==> src/sv/bvt_pkg.sv <==
// ----------------------------------------------------------------------------
// bvt_pkg
// Shared widths, operation codes and controller/datapath bundles for the
// block version table.
// ----------------------------------------------------------------------------
package bvt_pkg;

    localparam int KIND_W         = 3;
    localparam int BLOCK_W        = 10;
    localparam int DATA_W         = 32;
    localparam int NUM_BLOCKS_DEF = 1024;

    localparam logic [DATA_W-1:0] NO_VERSION = '1;

    // Operation codes carried in the kind field
    typedef enum logic [KIND_W-1:0] {
        OP_SET_CNT     = 3'd0,
        OP_ADD_CNT     = 3'd1,
        OP_RD_CNT      = 3'd2,
        OP_RD_ENTRY    = 3'd3,
        OP_WR_ENTRY    = 3'd4,
        OP_FIND_OLDEST = 3'd5,
        OP_FIND_THR    = 3'd6
    } bvt_op_t;

    // Controller to datapath commands
    typedef struct packed {
        logic latch;       // capture the input beat
        logic exec;        // carry out a single-step operation
        logic clear_step;  // write no-version at the sweep index
        logic scan_start;  // reset sweep index and search state
        logic scan_step;   // read the entry at the sweep index
        logic out_load;    // load the result register
    } bvt_cmd_t;

    // Datapath to controller status
    typedef struct packed {
        logic [KIND_W-1:0] op;
        logic              idx_last;
        logic              out_free;
    } bvt_sts_t;

endpackage

==> src/sv/bvt_ctrl.sv <==
// ----------------------------------------------------------------------------
// bvt_ctrl
// Sequencer for the version table: post-reset clearing sweep, single-step
// operations and the full-table search sweep.
// ----------------------------------------------------------------------------
module bvt_ctrl (
    input  logic              clk,
    input  logic              rst_n,
    input  logic              in_valid,
    output logic              in_ready,
    input  bvt_pkg::bvt_sts_t sts,
    output bvt_pkg::bvt_cmd_t cmd
);
    import bvt_pkg::*;

    typedef enum logic [2:0] {
        ST_CLEAR,
        ST_IDLE,
        ST_EXEC,
        ST_SCAN,
        ST_DRAIN,
        ST_RESP
    } state_t;

    state_t state_reg, state_next;
    logic   ready_reg, ready_next;

    // Next state and commands
    always_comb
    begin
        state_next = state_reg;
        cmd        = '0;
        case (state_reg)
            ST_CLEAR:
            begin
                cmd.clear_step = 1'b1;
                if (sts.idx_last)
                    state_next = ST_IDLE;
            end
            ST_IDLE:
            begin
                if (in_valid && ready_reg)
                begin
                    cmd.latch  = 1'b1;
                    state_next = ST_EXEC;
                end
            end
            ST_EXEC:
            begin
                cmd.exec = 1'b1;
                if (sts.op inside {OP_FIND_OLDEST, OP_FIND_THR})
                begin
                    cmd.scan_start = 1'b1;
                    state_next     = ST_SCAN;
                end
                else
                    state_next = ST_RESP;
            end
            ST_SCAN:
            begin
                cmd.scan_step = 1'b1;
                if (sts.idx_last)
                    state_next = ST_DRAIN;
            end
            // last entry compared here
            ST_DRAIN:
                state_next = ST_RESP;
            ST_RESP:
            begin
                if (sts.out_free)
                begin
                    cmd.out_load = 1'b1;
                    state_next   = ST_IDLE;
                end
            end
            default:
                state_next = ST_IDLE;
        endcase
    end

    assign ready_next = (state_next == ST_IDLE);
    assign in_ready   = ready_reg;

    // State and registered ready
    always_ff @(posedge clk or negedge rst_n)
    begin
        if (!rst_n)
        begin
            state_reg <= ST_CLEAR;
            ready_reg <= 1'b0;
        end
        else
        begin
            state_reg <= state_next;
            ready_reg <= ready_next;
        end
    end

endmodule

==> config.mk <==
export PLATFORM = sky130hd
export DESIGN_NAME = bvt_ctrl
export DESIGN_NICKNAME = d
export VERILOG_FILES = /design/src/sv/bvt_pkg.sv /design/src/sv/bvt_ctrl.sv
export SDC_FILE = /design/constraint.sdc
export NUM_CORES = 1
export LEC_CHECK = 0
export BUFFER_PORTS_ARGS = -buffer_cell sky130_fd_sc_hd__buf_2
export CAP_MARGIN = 30
export CORE_AREA = 2 2 39 41
export CTS_BUF_LIST = sky130_fd_sc_hd__clkbuf_4
export CTS_CLUSTER_SIZE = 16
export DETAILED_ROUTE_END_ITERATION = 8
export DIE_AREA = 0 0 41 43
export PLACE_DENSITY = 0.57
export SYNTH_ARGS = -nofsm -noshare
export SYNTH_HDL_FRONTEND = slang
export SYNTH_SLANG_ARGS = --single-unit
==> constraint.sdc <==
create_clock -name clk -period 1.5 [get_ports clk]
set_input_delay 0.075 -clock clk [delete_from_list [all_inputs] [get_ports clk]]
set_output_delay 0.075 -clock clk [all_outputs]
set_load 0.1 [all_outputs]
==> results of run 1 <==
-- synth_stat cells, drive strengths merged --
cell type | count | share of area
nor2b | 1 | 0.020
xor2 | 1 | 0.029
inv | 1 | 0.012
o21ai | 3 | 0.049
nand4 | 1 | 0.020
nor2 | 5 | 0.061
nor3 | 1 | 0.033
nand2 | 3 | 0.037
a22oi | 2 | 0.049
a21oi | 3 | 0.049
dfrtp | 4 | 0.33
nor3b | 2 | 0.065
and3 | 1 | 0.020
and4b | 1 | 0.033
nor4 | 1 | 0.041
or2b | 1 | 0.024
a211o | 1 | 0.029
and3b | 1 | 0.029
buf | 2 | 0.073
-- critical path, stage by stage, from the launching register on --
cell	delay (ns)
dfrtp_2	0.46
inv_2	0.10
nor4_4	0.33
buf_12	0.21
-- logic make-up after synthesis --
kind of cell / after synthesis / share of synthesized area
compound gates: 9 / 0.1755
xor+xnor: 1 / 0.02858
buf+inv: 3 / 0.08570
flops: 4 / 0.3265
simple gates: 18 / 0.3837
-- worst paths after layout --
kind                                   start           end  slack (ns)  cells after the start
max in group asynchronous              rst_n  state_reg[0]        1.20                      2
worst min-delay path                  sts[1]      in_ready        0.15                      3
worst max-delay path            state_reg[0]        cmd[5]        0.09                      3
worst max register to register  state_reg[1]  state_reg[2]        0.39                      3
worst min register to register  state_reg[1]  state_reg[1]        0.62                      2
min in group asynchronous              rst_n  state_reg[1]        0.17                      2
-- through the flow --
stage / utilization / std cells
final: 0.4123 / 71
after CTS: 0.4123 / 71
after global routing: 0.4123 / 71
after floorplan: - / 35
after detailed placement: 0.3825 / 66
after global placement: 0.3825 / 66
-- per-layer routing --
metal	vias up	GRT usage	share of wire
met5	-	0	0
met4	0	0.08000	0
met3	0	0.01571	0.043
met2	9	0.1594	0.52
met1	138	0.1307	0.43
li1	166	-	-
-- cell type report --
cell class | count | area (um2)
multi-input cells | 28 | 219.0
clock buffers | 4 | 30.03
repair buffers | 18 | 192.7
well taps | 16 | 20.02
inverters | 1 | 3.754
fillers | 144 | 813.3
flip-flops and latches | 4 | 105.1
-- timing repair --
item	4_1_cts	5_1_grt
endpoints found under the hold margin	4	0
hold buffers	1	0
gates resized for setup	1	0
endpoints found under the setup margin	1	0
==> flow_summary.yaml, run 1 <==
global_route:
  track_usage: 0.1070
  grt_overflow: 0
  grt_start_max_net_pins: 9
  grt_pass1_vias: 331
  antenna_found_initial: 0
  grt_pass1_wl_mm: 1.248
sta:
  fin_ws_ns: 0.08883
  period_minus_slack_ns: 1.411
  max_freq_ghz: 0.7086
  rsz0062_at_grt: "false"
  worst_pin_slew_ns: 0.4825
  slew_viol_final: 0
  setup_viol: 0
  whs_ns: 0.1515
  slew-limit-headroom: 0.6805
  min_period_over_period: 0.9408
  finClkSkew_ns: 0.007211
  hold_viol: 0
  final.setup.tns_ns: 0
routing:
  wire_per_inst_um: 9.817
  ant_nets: 0
  wirelength_um: 697
  viasPerCell: 4.408
  first_pass_iters: 1
  drc: 0
  vias: 313
  drtIter0Drc: 0
final_layout:
  nets: 64
  stdcell_area_um2: 570.5
  diodes: 0
  final_cell_mix: "buf_2, buf_12, nor2_1, clkbuf_4"
  syn_to_final_growth_pct: 86.12
  largest_reg_flops: 3
  final_common_cell: "buf_2"
  drive_above_1_share: 0.5455
placed_design:
  dp_slack_ns: 0.2004
  gp_congestion: 0.7134
  io_buffers: 14
  dpl_cell_area_um2: 529.3
  dp_hpwl_um: 616.8
synth:
  postSynthAreaPerCell_um2: 8.758
  synthesis.nets: 43
  ys_types: 21
  syn_area_um2: 306.5
  netlist_instances: 35
  ys_ff_latch: 4
  ys_warn_count: 0
  ys_seq_area_frac: 0.3265
cts:
  ctsHtreeMaxLevel: 1
  cts_setup_buffers: 0
  cts.sinks: 4
  cts_tree: "yes"
  clockBufferDepth: 2
  cts_made_buffers: 3
  clk_latency_ns: 0.23
  clkSlewWorstSetupHoldPaths_ns: 0.04
  cts-root-buf: "clkbuf_4"
worst_setup_path:
  crit_path_end_kind: "output pin"
  startpoint_type: "flop"
  path_max_fanout: 8
  worstSetupPathType: "flop to output pin"
  required_ns: 1.42
  cp.arrival_ns: 1.34
floorplan:
  initial_core_util: 0.2215
  dieWidth_um: 41
  fp-row-count: 14
  die_area_mm2: 0.001763
  fp.coreArea_mm2: 0.001384
  die_h_um: 43
  pin_count: 15
status:
  status: "finished clean"
run:
  maxCapViolCount: 0
hold_path:
  hold_class: "input port to flop"
Power of run 1 is left out: the tool's default activity adds up to more than one toggle a clock period on the data nets, which glitch-free logic cannot reach.
==> run 2, diff against run 1 <==
--- a/config.mk
+++ b/config.mk
@@ -7,11 +7,11 @@
 export LEC_CHECK = 0
 export BUFFER_PORTS_ARGS = -buffer_cell sky130_fd_sc_hd__buf_2
 export CAP_MARGIN = 30
-export CORE_AREA = 2 2 39 41
+export CORE_AREA = 5 5 42 44
 export CTS_BUF_LIST = sky130_fd_sc_hd__clkbuf_4
 export CTS_CLUSTER_SIZE = 16
 export DETAILED_ROUTE_END_ITERATION = 8
-export DIE_AREA = 0 0 41 43
+export DIE_AREA = 0 0 47 49
 export PLACE_DENSITY = 0.57
 export SYNTH_ARGS = -nofsm -noshare
 export SYNTH_HDL_FRONTEND = slang
==> flow_summary.yaml, run 2 (synthesized netlist as in run 1, its figures left out) <==
worst_setup_path:
  startpoint: "state_reg[2]"
  cp_num_buf_inv: 2
  crit_slowest_cell: "dfrtp_1"
  slowest_delay_ns: 0.41
  worstPathCellList: "buf_4 -> nor4_4 -> buf_12"
  r2r_slack_ns: 0.33
  r2r-start: "state_reg[0]"
  critPathCapture: "cmd[5]"
  rr_worst_depth: 3
  path_delay_family: "flip-flops"
  rr_endpoint: "state_reg[2]"
  worstSetupPathType: "flop to output pin"
  startpoint_type: "flop"
  cp.arrival_ns: 1.31
  crit_path_end_kind: "output pin"
  cp.depth: 3
  path_max_fanout: 8
  required_ns: 1.42
sta:
  max_freq_ghz: 0.7225
  slew_viol_final: 0
  period_minus_slack_ns: 1.384
  slew-limit-headroom: 0.6791
  min_period_over_period: 0.9227
  worst_pin_slew_ns: 0.4847
  hold_viol: 0
  finClkSkew_ns: 0.004861
  rsz0062_at_grt: "false"
  setup_viol: 0
  fin_ws_ns: 0.1159
pwr:
  combPwrFrac: 0.731
  vdd_drop_max_uv: 1011
  finalPower_mw: 1.451
  clkPwrFrac: 0.111
  power_density_mw_per_mm2: 2478
  swShare: 0.5389
  p_leak_nw: 0.2607
  power.internal_mw: 0.6689
  switching_power_mw: 0.7818
  seqPwrFrac: 0.158
cts:
  clk_latency_ns: 0.23
  ctsHtreeMaxLevel: 1
  cts-root-buf: "clkbuf_4"
  cts_made_buffers: 3
  cts.sinks: 4
  cts_tree: "yes"
  clkSlewWorstSetupHoldPaths_ns: 0.04
  clockBufferDepth: 2
routing:
  drtIter0Drc: 0
  ant_nets: 0
  vias: 328
  drc: 0
  wire_per_inst_um: 10.44
  wirelength_um: 762
  viasPerCell: 4.493
  first_pass_iters: 1
floorplan:
  die_h_um: 49
  dieWidth_um: 47
  pin_count: 15
  fp-row-count: 14
  fp.coreArea_mm2: 0.001401
  initial_core_util: 0.2187
  die_area_mm2: 0.002303
run:
  maxCapViolCount: 0
final_layout:
  largest_reg_flops: 3
  final_common_cell: "buf_2"
  fillers: 137
  final_cell_mix: "buf_2, buf_12, buf_4"
  finalNonFillerCells: 73
  nets: 66
  syn_to_final_growth_pct: 91.02
  drive_above_1_share: 0.5614
  fin_util: 0.4179
  diodes: 0
status:
  status: "finished clean"
placed_design:
  gp_congestion: 0.7937
  dp.cells: 66
  dp_hpwl_um: 585.1
  io_buffers: 14
  dp_slack_ns: 0.2216
global_route:
  grt_pass1_vias: 276
  grt_pass1_wl_mm: 1.193
  antenna_found_initial: 0
  track_usage: 0.07143
  grt_start_max_net_pins: 9
  grt_overflow: 0
hold_path:
  hold_class: "input port to flop"
run 2: per-stage QoR:
stage               TNS [ns]  area, um2  hold WS [ns]
floorplan             -1.728      349.1       -0.2206
global placement           0      529.3       -0.1196
detailed placement         0      529.3       -0.1194
CTS                        0      570.5        0.1414
global route               0      585.6        0.1731
finish                     0      585.6        0.1549
run 2: worst register-to-register path: stages (launching register included):
cell and delay (ns):
dfrtp_2 0.45, buf_4 0.16, and4b_1 0.17, a211o_1 0.27
run 2: how the worst min path moves through the flow:
stage / from / endpoint / slack, ns / cells past startpoint
global placement: rst_n / state_reg[0] / -0.12 / 1
detailed placement: rst_n / state_reg[1] / -0.12 / 1
finish: sts[1] / in_ready / 0.15 / 3
floorplan: rst_n / state_reg[0] / -0.22 / 0
global route: rst_n / in_ready / 0.17 / 2
CTS: sts[1] / in_ready / 0.14 / 3
run 2: power by group through the flow:
stage / clock, mW / sequential [mW] / combinational [mW]
4_1_cts: 0.169 / 0.239 / 1.02
3_3_place_gp: 0 / 0.236 / 1.01
2_1_floorplan: 0 / 0.325 / 0.660
5_1_grt: 0.182 / 0.238 / 1.11
6_report: 0.161 / 0.230 / 1.06
3_5_place_dp: 0 / 0.238 / 1.01
run 2: layout make-up:
cell class | instances | area [um2] | area share
Tap cell | 16 | 20.02 | 0.03419
Multi-Input combinational cell | 28 | 219.0 | 0.3739
Clock buffer | 4 | 30.03 | 0.05128
Timing Repair Buffer | 20 | 207.7 | 0.3547
Inverter | 1 | 3.754 | 0.006410
Sequential cell | 4 | 105.1 | 0.1795
run 2: routing by layer:
| metal | up-vias | global-route usage | wire length, um |
|---|---|---|---|
| li1 | 171 | - | - |
| met1 | 149 | 0.08018 | 268 |
| met2 | 6 | 0.1176 | 439 |
| met3 | 2 | 0.01476 | 35 |
| met4 | 0 | 0.04147 | 19 |
| met5 | - | 0 | 0 |
run 2: repair_timing:
item / CTS / global route
setup buffers: 0 / 2
hold buffers: 1 / 0
resized for setup: 1 / 0
endpoints found under the setup margin: 1 / 1
cloned: 0 / 0
hold endpoints to repair: 4 / 0
Note: power is estimated with default switching activity, not from simulation.
